## src/hdl/mpd_pkg.sv

```systemverilog
// shared types and constants for the mouse packet decoder
// no dependencies; used by every module under hdl
package mpd_pkg;

	localparam int unsigned BYTE_W = 8;
	localparam int unsigned VALUE_W = 10;
	localparam int unsigned NUM_BTN = 3;
	localparam int unsigned NUM_EV = 2 + NUM_BTN;
	localparam int unsigned EV_IDX_W = $clog2(NUM_EV);
	localparam int unsigned OUT_DATA_W = 16;

	// header bit positions
	localparam int unsigned HDR_SYNC_BIT = 3;
	localparam int unsigned HDR_XSIGN_BIT = 4;
	localparam int unsigned HDR_YSIGN_BIT = 5;

	// event mask bit positions
	localparam logic [EV_IDX_W-1:0] EV_X = EV_IDX_W'(0);
	localparam logic [EV_IDX_W-1:0] EV_Y = EV_IDX_W'(1);
	localparam logic [EV_IDX_W-1:0] EV_BTN0 = EV_IDX_W'(2);

	typedef enum logic [1:0] {
		KIND_X_MOTION = 2'd0,
		KIND_Y_MOTION = 2'd1,
		KIND_BTN_DOWN = 2'd2,
		KIND_BTN_UP   = 2'd3
	} mpd_kind_t;

	// one decoded packet waiting for the event emitter
	typedef struct packed {
		logic [VALUE_W-1:0] dx;
		logic [VALUE_W-1:0] dy;
		logic [NUM_BTN-1:0] btn_now;
		logic [NUM_EV-1:0]  ev_mask;
	} mpd_rec_t;

endpackage

```

## src/hdl/mpd_front.sv

```systemverilog
// byte gatherer and packet classifier for the mouse packet decoder
// uses mpd_pkg; feeds decoded packets into mpd_queue
module mpd_front (
	input  logic                              clk,
	input  logic                              arst_n,
	input  logic [mpd_pkg::BYTE_W-1:0]        rx_byte,
	input  logic                              rx_valid,
	output logic                              rx_ready,
	output mpd_pkg::mpd_rec_t                 rec,
	output logic                              rec_valid,
	input  logic                              rec_ready
);
	import mpd_pkg::*;

	logic [BYTE_W-1:0]  store0_q;
	logic [BYTE_W-1:0]  store1_q;
	logic [1:0]         cnt_q;
	logic [NUM_BTN-1:0] btn_q;

	logic               accept;
	logic               full_pkt;
	logic               in_sync;
	logic [VALUE_W-1:0] dy_raw;
	logic [NUM_BTN-1:0] btn_now;

	assign rx_ready = rec_ready;
	assign accept = rx_valid && rx_ready;
	assign full_pkt = (cnt_q == 2'd2);
	assign in_sync = store0_q[HDR_SYNC_BIT];
	assign btn_now = store0_q[NUM_BTN-1:0];
	assign dy_raw = {{2{store0_q[HDR_YSIGN_BIT]}}, rx_byte};

	always_comb begin
		rec.dx = {{2{store0_q[HDR_XSIGN_BIT]}}, store1_q};
		rec.dy = VALUE_W'(0) - dy_raw;
		rec.btn_now = btn_now;
		rec.ev_mask = {btn_now ^ btn_q, rec.dy != '0, rec.dx != '0};
		rec_valid = accept && full_pkt && in_sync && (rec.ev_mask != '0);
	end

	always_ff @(posedge clk or negedge arst_n) begin
		if (!arst_n) begin
			cnt_q <= 2'd0;
			btn_q <= '0;
		end else if (accept) begin
			if (!full_pkt) begin
				cnt_q <= cnt_q + 2'd1;
			end else if (in_sync) begin
				cnt_q <= 2'd0;
				btn_q <= btn_now;
			end
		end
	end

	// packet bytes, slide by one byte when the header is out of sync
	always_ff @(posedge clk) begin
		if (accept) begin
			if (cnt_q == 2'd0) begin
				store0_q <= rx_byte;
			end else if (cnt_q == 2'd1) begin
				store1_q <= rx_byte;
			end else if (!in_sync) begin
				store0_q <= store1_q;
				store1_q <= rx_byte;
			end
		end
	end

	a_cnt_range: assert property (@(posedge clk) disable iff (!arst_n)
		cnt_q != 2'd3)
		else $error("byte count out of range");

	a_push_full_sync: assert property (@(posedge clk) disable iff (!arst_n)
		rec_valid |-> (full_pkt && in_sync && rx_ready))
		else $error("packet pushed without a synced header");

	a_count_clear: assert property (@(posedge clk) disable iff (!arst_n)
		(accept && full_pkt && in_sync) |=> (cnt_q == 2'd0 && btn_q == $past(btn_now)))
		else $error("accepted packet did not clear count or update buttons");

endmodule

```

## src/hdl/mpd_queue.sv

```systemverilog
// two-entry queue of decoded packets between front and back ends
// uses mpd_pkg
module mpd_queue (
	input  logic               clk,
	input  logic               arst_n,
	input  mpd_pkg::mpd_rec_t  wr_rec,
	input  logic               wr_valid,
	output logic               wr_ready,
	output mpd_pkg::mpd_rec_t  rd_rec,
	output logic               rd_valid,
	input  logic               rd_pop
);
	import mpd_pkg::*;

	mpd_rec_t   mem_q [2];
	logic       wr_ptr_q;
	logic       rd_ptr_q;
	logic [1:0] count_q;
	logic       push;
	logic       pop;

	assign wr_ready = (count_q != 2'd2);
	assign rd_valid = (count_q != 2'd0);
	assign push = wr_valid && wr_ready;
	assign pop = rd_pop && rd_valid;
	assign rd_rec = mem_q[rd_ptr_q];

	always_ff @(posedge clk or negedge arst_n) begin
		if (!arst_n) begin
			wr_ptr_q <= 1'b0;
			rd_ptr_q <= 1'b0;
			count_q <= 2'd0;
		end else begin
			if (push) begin
				wr_ptr_q <= ~wr_ptr_q;
			end
			if (pop) begin
				rd_ptr_q <= ~rd_ptr_q;
			end
			if (push && !pop) begin
				count_q <= count_q + 2'd1;
			end else if (pop && !push) begin
				count_q <= count_q - 2'd1;
			end
		end
	end

	always_ff @(posedge clk) begin
		if (push) begin
			mem_q[wr_ptr_q] <= wr_rec;
		end
	end

	a_count_range: assert property (@(posedge clk) disable iff (!arst_n)
		count_q != 2'd3)
		else $error("queue count out of range");

	a_ptr_track: assert property (@(posedge clk) disable iff (!arst_n)
		(count_q == 2'd0 || count_q == 2'd2) |-> (wr_ptr_q == rd_ptr_q))
		else $error("queue pointers disagree with count");

	a_pop_valid: assert property (@(posedge clk) disable iff (!arst_n)
		rd_pop |-> rd_valid)
		else $error("pop from empty queue");

endmodule

```

## src/hdl/mpd_back.sv

```systemverilog
// event emitter: turns queued packets into motion and button events
// uses mpd_pkg; drives the output register of mouse_packet_decoder
module mpd_back (
	input  logic                             clk,
	input  logic                             arst_n,
	input  mpd_pkg::mpd_rec_t                rd_rec,
	input  logic                             rd_valid,
	output logic                             rd_pop,
	output logic                             out_valid,
	input  logic                             out_ready,
	output mpd_pkg::mpd_kind_t               out_kind,
	output logic [mpd_pkg::VALUE_W-1:0]      out_value,
	output logic                             out_last
);
	import mpd_pkg::*;

	mpd_rec_t            cur_q;
	logic [NUM_EV-1:0]   pend_q;
	logic                out_valid_q;
	mpd_kind_t           out_kind_q;
	logic [VALUE_W-1:0]  out_value_q;
	logic                out_last_q;

	logic [EV_IDX_W-1:0] sel_idx;
	logic [NUM_EV-1:0]   pend_next;
	logic                emit;
	logic                last_ev;
	logic [1:0]          btn_idx;
	mpd_kind_t           ev_kind;
	logic [VALUE_W-1:0]  ev_value;

	always_comb begin
		sel_idx = '0;
		for (int i = NUM_EV - 1; i >= 0; i--) begin
			if (pend_q[i]) begin
				sel_idx = EV_IDX_W'(i);
			end
		end
		pend_next = pend_q;
		pend_next[sel_idx] = 1'b0;
		last_ev = (pend_next == '0);
		emit = (pend_q != '0) && (!out_valid_q || out_ready);
		rd_pop = rd_valid && ((pend_q == '0) || (emit && last_ev));

		btn_idx = 2'(sel_idx - EV_BTN0);
		if (sel_idx == EV_X) begin
			ev_kind = KIND_X_MOTION;
			ev_value = cur_q.dx;
		end else if (sel_idx == EV_Y) begin
			ev_kind = KIND_Y_MOTION;
			ev_value = cur_q.dy;
		end else begin
			ev_kind = cur_q.btn_now[btn_idx] ? KIND_BTN_DOWN : KIND_BTN_UP;
			ev_value = VALUE_W'(btn_idx);
		end
	end

	always_ff @(posedge clk or negedge arst_n) begin
		if (!arst_n) begin
			pend_q <= '0;
			out_valid_q <= 1'b0;
		end else begin
			if (rd_pop) begin
				pend_q <= rd_rec.ev_mask;
			end else if (emit) begin
				pend_q <= pend_next;
			end
			if (emit) begin
				out_valid_q <= 1'b1;
			end else if (out_ready) begin
				out_valid_q <= 1'b0;
			end
		end
	end

	always_ff @(posedge clk) begin
		if (rd_pop) begin
			cur_q <= rd_rec;
		end
		if (emit) begin
			out_kind_q <= ev_kind;
			out_value_q <= ev_value;
			out_last_q <= last_ev;
		end
	end

	assign out_valid = out_valid_q;
	assign out_kind = out_kind_q;
	assign out_value = out_value_q;
	assign out_last = out_last_q;

	a_last_flag: assert property (@(posedge clk) disable iff (!arst_n)
		emit |=> (out_valid_q && out_last_q == $past(last_ev)))
		else $error("last flag does not match remaining events");

	a_load_idle: assert property (@(posedge clk) disable iff (!arst_n)
		rd_pop |-> ((pend_q == '0) || (emit && last_ev)))
		else $error("new packet loaded over pending events");

	a_no_empty_load: assert property (@(posedge clk) disable iff (!arst_n)
		rd_pop |=> (pend_q != '0))
		else $error("queued packet carried no events");

endmodule

```

## src/hdl/mouse_packet_decoder.sv

```systemverilog
// top level of the mouse packet decoder
// instantiates mpd_front, mpd_queue and mpd_back; uses mpd_pkg
//
// Takes mouse bytes one per transaction and gathers them into three-byte packets; a packet
// whose header lacks bit 3 slides the window by one byte and yields nothing. A good packet
// yields an X event, a negated Y event (each only if nonzero) and press/release events for
// changed buttons, in that order, with tlast on the last one. The front end takes one byte
// per cycle while the two-entry packet queue has room; the back end sends one event per
// cycle while the sink is ready, from a registered output, and the input stalls only when
// two packets are still waiting in the queue.
module mouse_packet_decoder (
	input  logic        clk,
	input  logic        arst_n,
	input  logic        s_axis_tvalid,
	output logic        s_axis_tready,
	input  logic [7:0]  s_axis_tdata,   // rx_byte[7:0]
	output logic        m_axis_tvalid,
	input  logic        m_axis_tready,
	output logic [15:0] m_axis_tdata,   // event_kind[1:0], event_value[11:2], zero[15:12]
	output logic        m_axis_tlast
);
	import mpd_pkg::*;

	mpd_rec_t           wr_rec;
	logic               wr_valid;
	logic               wr_ready;
	mpd_rec_t           rd_rec;
	logic               rd_valid;
	logic               rd_pop;
	mpd_kind_t          out_kind;
	logic [VALUE_W-1:0] out_value;

	mpd_front u_front (
		.clk       (clk),
		.arst_n    (arst_n),
		.rx_byte   (s_axis_tdata),
		.rx_valid  (s_axis_tvalid),
		.rx_ready  (s_axis_tready),
		.rec       (wr_rec),
		.rec_valid (wr_valid),
		.rec_ready (wr_ready)
	);

	mpd_queue u_queue (
		.clk      (clk),
		.arst_n   (arst_n),
		.wr_rec   (wr_rec),
		.wr_valid (wr_valid),
		.wr_ready (wr_ready),
		.rd_rec   (rd_rec),
		.rd_valid (rd_valid),
		.rd_pop   (rd_pop)
	);

	mpd_back u_back (
		.clk       (clk),
		.arst_n    (arst_n),
		.rd_rec    (rd_rec),
		.rd_valid  (rd_valid),
		.rd_pop    (rd_pop),
		.out_valid (m_axis_tvalid),
		.out_ready (m_axis_tready),
		.out_kind  (out_kind),
		.out_value (out_value),
		.out_last  (m_axis_tlast)
	);

	assign m_axis_tdata = {(OUT_DATA_W - VALUE_W - 2)'(0), out_value, out_kind};

endmodule

```

## config.mk

```make
export PLATFORM = sky130hd
export DESIGN_NAME = mouse_packet_decoder
export DESIGN_NICKNAME = d
export VERILOG_FILES = /design/src/hdl/mpd_pkg.sv /design/src/hdl/mpd_front.sv /design/src/hdl/mpd_queue.sv /design/src/hdl/mpd_back.sv /design/src/hdl/mouse_packet_decoder.sv
export SDC_FILE = /design/constraint.sdc
export NUM_CORES = 1
export LEC_CHECK = 0
export CAP_MARGIN = 20
export CORE_UTILIZATION = 50
export CTS_CLUSTER_DIAMETER = 80
export DETAILED_ROUTE_END_ITERATION = 8
export DONT_BUFFER_PORTS = 1
export PLACE_DENSITY = 0.68
export SLEW_MARGIN = 15
export SYNTH_ARGS = -nofsm -noshare
export SYNTH_HDL_FRONTEND = slang
export SYNTH_HIERARCHICAL = 1
export SYNTH_SLANG_ARGS = --single-unit
export TNS_END_PERCENT = 10
```

## constraint.sdc

```tcl
create_clock -name clk -period 6.14 [get_ports clk]
set_input_delay 1.228 -clock clk [delete_from_list [all_inputs] [get_ports clk]]
set_output_delay 1.228 -clock clk [all_outputs]
set_load 0.1 [all_outputs]
```

Word level (Yosys, flattened, before mapping). Memory sizes are Yosys's and may differ from the RTL's. Index checks and enable logic that the tools add are counted.

Register bits: 65. Memory bits (writable): 56. Output and inout port bits: 19. Memories kept: 1.

Add/subtract/negate cells: 5. Magnitude comparators: 3. Equality and inequality tests: 8. Mux-type cells: 28. Bitwise operators: 6. Reductions and logical operators: 35.

Memories: u_queue.mem_q (depth 2, width 28, rd ports 1, clocked after memory_dff 0, wr ports 1, line mpd_queue.sv:15) `mpd_rec_t mem_q [2];`.

Operators with widths (number): 10-bit two-way mux (2); 10-bit nonzero test (2); 6-bit two-way mux (3); 8-bit two-way mux (2); 3-bit two-way mux (5); 1-bit logical AND (12); 5-bit logical NOT (2); 5-bit two-way mux (2); 5-bit nonzero test (2); 1-bit by 9-bit subtractor with 10-bit output (first input constant) (1); 3-bit AND reduction (3); 1-bit two-way mux (8); 2-bit two-way mux (4); 2-bit nonzero test (4); 2-bit != test (second input constant) (3); 5-bit AND (1); 5-bit NOT (1); 2-bit by 1-bit adder with 2-bit output (second input constant) (2); 3-bit by 4-bit less-than comparator with 1-bit output (second input constant) (1); 2-bit by 1-bit != test with 1-bit output (second input constant) (2); 2-bit AND reduction (2); 1-bit demux with 3-bit select (1); 3-bit by 1-bit equality test with 1-bit output (second input constant) (1); 3-bit by 1-bit >= comparator with 1-bit output (second input constant) (1); 13 further kinds (18).

Logic depth before layout (Yosys ltp).
Depth in word-level cells: 19. Gate-level depth with buffers: 13.

Hierarchy. The synthesis kept the hierarchy.

Modules (own cells, without submodules): mpd_queue (times used 1, cells an instance 105, area an instance 2262.2 um2); mpd_back (times used 1, cells an instance 107, area an instance 1665.3 um2); mpd_front (times used 1, cells an instance 104, area an instance 1084.8 um2); mouse_packet_decoder (times used 1, cells an instance 5, area an instance 33.8 um2).

Worst setup path before layout. OpenSTA, ideal clock, no wires.

Kind: input port to flip-flop. Start point: in s_axis_tdata[0]. End point: mem u_queue/mem_q[0][0] (netlist name) (enable). Library setup time: 0.413 ns. Data arrival time: 3.489 ns. Data required time: 5.727 ns. Slack: 2.238 ns. Stages on the path: 9. Cells stage by stage: inv_1 ha_1 nand2b_1 o21ai_1 a32o_1 o211ai_1 o21a_1 nand2_1 nor2_1.

RTL lines: from (decl) (line mouse_packet_decoder.sv:16) `input logic [7:0] s_axis_tdata,`; to (decl) (line mpd_queue.sv:15).

Worst setup path after layout.
Start point: reg u_back.out_valid_q, in the netlist u_back/out_valid. End point: reg u_queue.count_q[1].

Word-level cells in the longest chain between the ends: 10. Elaborated cells on any way between the ends: 12. Classes of those cells: 1 x mux; 11 x reduce/logical.

Ends and longest elaborated chain: from (decl) (line mpd_back.sv:19) `logic out_valid_q;`; from (signal assigned) (line mpd_back.sv:61) `out_valid_q <= 1'b0;`; from (signal assigned) (line mpd_back.sv:69) `out_valid_q <= 1'b1;`; from (signal assigned) (line mpd_back.sv:71) `out_valid_q <= 1'b0;`; 1-bit logical NOT (*) (line mpd_back.sv:42) `emit = (pend_q != '0) && (!out_valid_q || out_ready);`; 1-bit logical OR (*) (line mpd_back.sv:42); 1-bit logical AND (*) (line mpd_back.sv:42); 1-bit logical AND (*) (line mpd_back.sv:43) `rd_pop = rd_valid && ((pend_q == '0) || (emit && last_ev));`; 1-bit logical OR (*) (line mpd_back.sv:43); 1-bit logical AND (*) (line mpd_back.sv:43); named net rd_pop (line mouse_packet_decoder.sv:29) `logic rd_pop;`; 1-bit logical AND (*) (line mpd_queue.sv:25) `assign pop = rd_pop && rd_valid;`; 1-bit logical NOT (line mpd_queue.sv:40) `if (push && !pop) begin`; 1-bit logical AND (line mpd_queue.sv:40); 2-bit two-way mux / 2-bit nonzero test (equally long branches); to (signal assigned) (line mpd_queue.sv:41) `count_q <= count_q + 2'd1;`; to (signal assigned) (line mpd_queue.sv:43) `count_q <= count_q - 2'd1;`; to (decl) (line mpd_queue.sv:18) `logic [1:0] count_q;`.

Mark *: on every way through the listed nets, which the timed path passes. The rest lies on a longest branch. A chain may end at the register's enable or synchronous reset.

==> reports/results.txt <==
Status - finished clean
Area Growth Syn to Fin - 12.9%
Cell Count, Final, Fillers Out - 473
HP Class - in2async
Die width - 102 µm
Share of cells above drive strength 1 - 22.6%
# rows - 36
Slew Viols, Final - 0
Die ar. - 10500 µm²
Post-synth cell types - 52
Wirelength per Cell - 16.7 µm
Family with the most delay on the worst path - simple AND/OR/NAND/NOR gates
Iter 0 DRT Violations - 87
Total Nets Final - 342
Initial antenna violation count - 0
YS warnings - 6
Worst r2r dst - u_queue/count_q[1]$_DFFE_PN0P_
Area occupied by multi-input gates - 1330 µm²
Sequential area share after synthesis - 70.5%
Syn Inst Count - 321
Critical path depth in cells - 9
Starting Density - 51.6%
CP Class - reg2reg
Top cells by area, synth - edfxtp_1, dfrtp_1, mux2_2
FFs w/ async S/R, synth - 12.4%
GR Util All Layers - 16.7%
CP Max Fanout - 24
Die H - 102 µm
CTS Sinks - 121
Register area - 3560 µm²
TNS Setup - 0 ps
Clk_skew - 10.4 ps
Resized cells post-CTS - 0
Gr ovfl total - 0
Drt pass-1 iters - 4
Maximum VDD drop - 288 µV
DP Cell Count - 440
Vias in the first global route - 2356
Vias per cell - 5.30
Post-DP HPWL - 5250 µm
Fin crit share - 55.7%
Commonest cells in the synthesized netlist - edfxtp_1, mux2_2, nor2_1
Global-route wire length before repair - 12300 µm
Crit. Startpoint - u_back/out_valid$_DFFE_PN0P_
Measured slew at the worst slew-check pin - 1070 ps
CTS buffer count - 17
Fin util - 58.3%
Place WS - 2410 ps
Fillers - 742
Hold-fix buffers at CTS - 0
CP cell instances - nor2b_2 -> or2_2 -> o21ba_4 -> nor2b_2 -> nand2_1 -> ha_1 -> xor2_1 -> nor2_1 -> xor2_1
Worst reg2reg path depth - 9
Setup violations, final - 0
Crit path buf inv count - 0
CORE AREA - 9770 µm²
Max_cap viols - 0
WHS - 412 ps
Root buf cell - clkbuf_8
Synthesized cell area - 5050 µm²
Clock tree buffer depth - 2
Postcts setup bufs - 0
Post-route ant nets - 0
ANT cells - 0
Critical Path RT - 6570 ps
RSZ-0062 raised after global routing - no
H-tree lvl count - 4
Setup crit start kind - flop
Port Buffers - 0
Yosys top cell by area - edfxtp_1
Crit. End Element - flop
Count leader, synth - edfxtp_1
Post-synth EDFFs - 106
Worst path slowest cell - nor2b_2
CP arrival - 3860 ps
Final Hold Vio Count - 0
DR vias - 2506
Setup crit end - u_queue/count_q[1]$_DFFE_PN0P_
Prevailing post-synth register cell - edfxtp_1
Largest net degree at the start of global routing - 30
RePlAce Congestion - 0.904
Flop2flop setup slack - 2720 ps
Fmax - 292 MHz
Seq cells post-synth - 121
Mapped Avg Cell Area - 15.7 µm²
DRC - 0
Io pins - 31
R2r startpoint - u_back/out_valid$_DFFE_PN0P_
Synth top area share - 63.1%
LEAKAGE - 2.03 nW
Clk Latency, worst-skew pair - 510 ps
Final WL - 7890 µm
Peak per-stage delay on the critical path - 830 ps
Clk slew on worst S/H paths - 60 ps
Fin crit period - 3420 ps
Min setup slack post-route - 2720 ps
Pwr/cell area - 586 nW/µm²
Slew margin rel. - 28.3%
TritonCTS clock tree - yes
[how the worst min path moves through the flow]
| stage | from | end | slack, ps |
|---|---|---|---|
| final | arst_n | u_queue/count_q[1]$_DFFE_PN0P_ | 410 |
| after CTS | arst_n | u_queue/count_q[1]$_DFFE_PN0P_ | 390 |
| after global routing | arst_n | u_queue/count_q[1]$_DFFE_PN0P_ | 390 |
| after global placement | u_queue/count_q[1]$_DFFE_PN0P_ | u_queue/count_q[1]$_DFFE_PN0P_ | 480 |
| after detailed placement | u_queue/count_q[1]$_DFFE_PN0P_ | u_queue/count_q[1]$_DFFE_PN0P_ | 480 |
| after floorplan | u_front/store1_q[6]$_DFFE_PP_ | u_queue/mem_q[0][24]$_DFFE_PP_ | 450 |
[layout make-up]
class / instances / share of cell area, %
Clock inverter: 12 / 2.72
Tap cell: 133 / 2.92
Clock buffer: 20 / 7.47
Multi-Input combinational cell: 177 / 23.3
Inverter: 3 / 0.198
Sequential cell: 121 / 62.5
Timing Repair Buffer: 7 / 0.923
[layout by cell type, fill, tap and decap left out, types with 2 or more instances in the layout]
cell type | Yosys | routed
and2_1 | 2 | 2
nand2_1 | 18 | 18
mux2i_1 | 8 | 8
edfxtp_1 | 106 | 106
clkbuf_16 | 0 | 16
clkinv_1 | 0 | 4
clkinv_2 | 0 | 4
ha_1 | 3 | 3
a211oi_1 | 2 | 2
mux2_4 | 10 | 10
nor3_2 | 1 | 2
nor4b_1 | 2 | 2
nand2b_1 | 9 | 9
o21bai_1 | 2 | 2
mux2_2 | 23 | 23
xnor2_1 | 5 | 5
nor2b_2 | 1 | 2
o21a_1 | 2 | 2
a32o_1 | 2 | 2
xor2_1 | 8 | 8
nor3_1 | 7 | 6
conb_1 | 1 | 4
buf_4 | 15 | 7
nand4_1 | 2 | 2
o21ai_1 | 4 | 4
nor2b_1 | 3 | 2
bufinv_16 | 0 | 4
o21ai_0 | 11 | 11
clkbuf_1 | 3 | 3
or4_1 | 2 | 2
dfrtp_1 | 15 | 15
inv_1 | 3 | 3
nor2_1 | 22 | 21
o22ai_1 | 2 | 2
a21oi_1 | 4 | 4
[state kept, by name, indices dropped and copies added, names as in the netlist]
| register | count |
|---|---|
| u_front/cnt_q | 2 |
| u_queue/mem_q | 56 |
| u_back/cur_q | 23 |
| u_queue/rd_ptr_q | 1 |
| u_front/store1_q | 8 |
| u_back/pend_q | 5 |
| u_back/out_value | 10 |
| u_back/out_valid | 1 |
| u_back/out_last | 1 |
| u_front/store0_q | 6 |
| u_front/btn_q | 3 |
| u_queue/count_q | 2 |
| u_back/out_kind | 2 |
| u_queue/wr_ptr_q | 1 |
[kinds of logic after synthesis]
logic type / Yosys count / share of synthesized area (%)
flops: 121 / 70.5
simple gates: 81 / 8.46
mux: 41 / 9.70
compound gates: 35 / 4.64
buf+inv: 26 / 3.62
xor+xnor: 13 / 2.26
fa+ha+maj: 3 / 0.744
other cells: 1 / 0.0743
[power breakdown]
group / internal [mW] / switching (mW)
sequential: 1.23 / 0.475
clock: 0.649 / 0.317
combinational: 0.288 / 0.383
total: 2.16 / 1.18
[through the flow]
step / cell area (µm²) / total power, mW
after global placement: 5100 / 2.36
after global routing: 5700 / 3.50
final: 5700 / 3.34
after detailed placement: 5100 / 2.38
after floorplan: 5060 / 2.27
after CTS: 5680 / 3.36
[per-layer routing]
| layer | track usage [%] | part of all wire, % | vias to the layer above |
|---|---|---|---|
| li1 | - | - | 1198 |
| met3 | 5.47 | 5.7 | 14 |
| met5 | 0 | 0 | - |
| met2 | 23.8 | 46 | 87 |
| met4 | 8.57 | 2.0 | 0 |
| met1 | 22.7 | 47 | 1207 |
(Power assumes the default switching activity.)
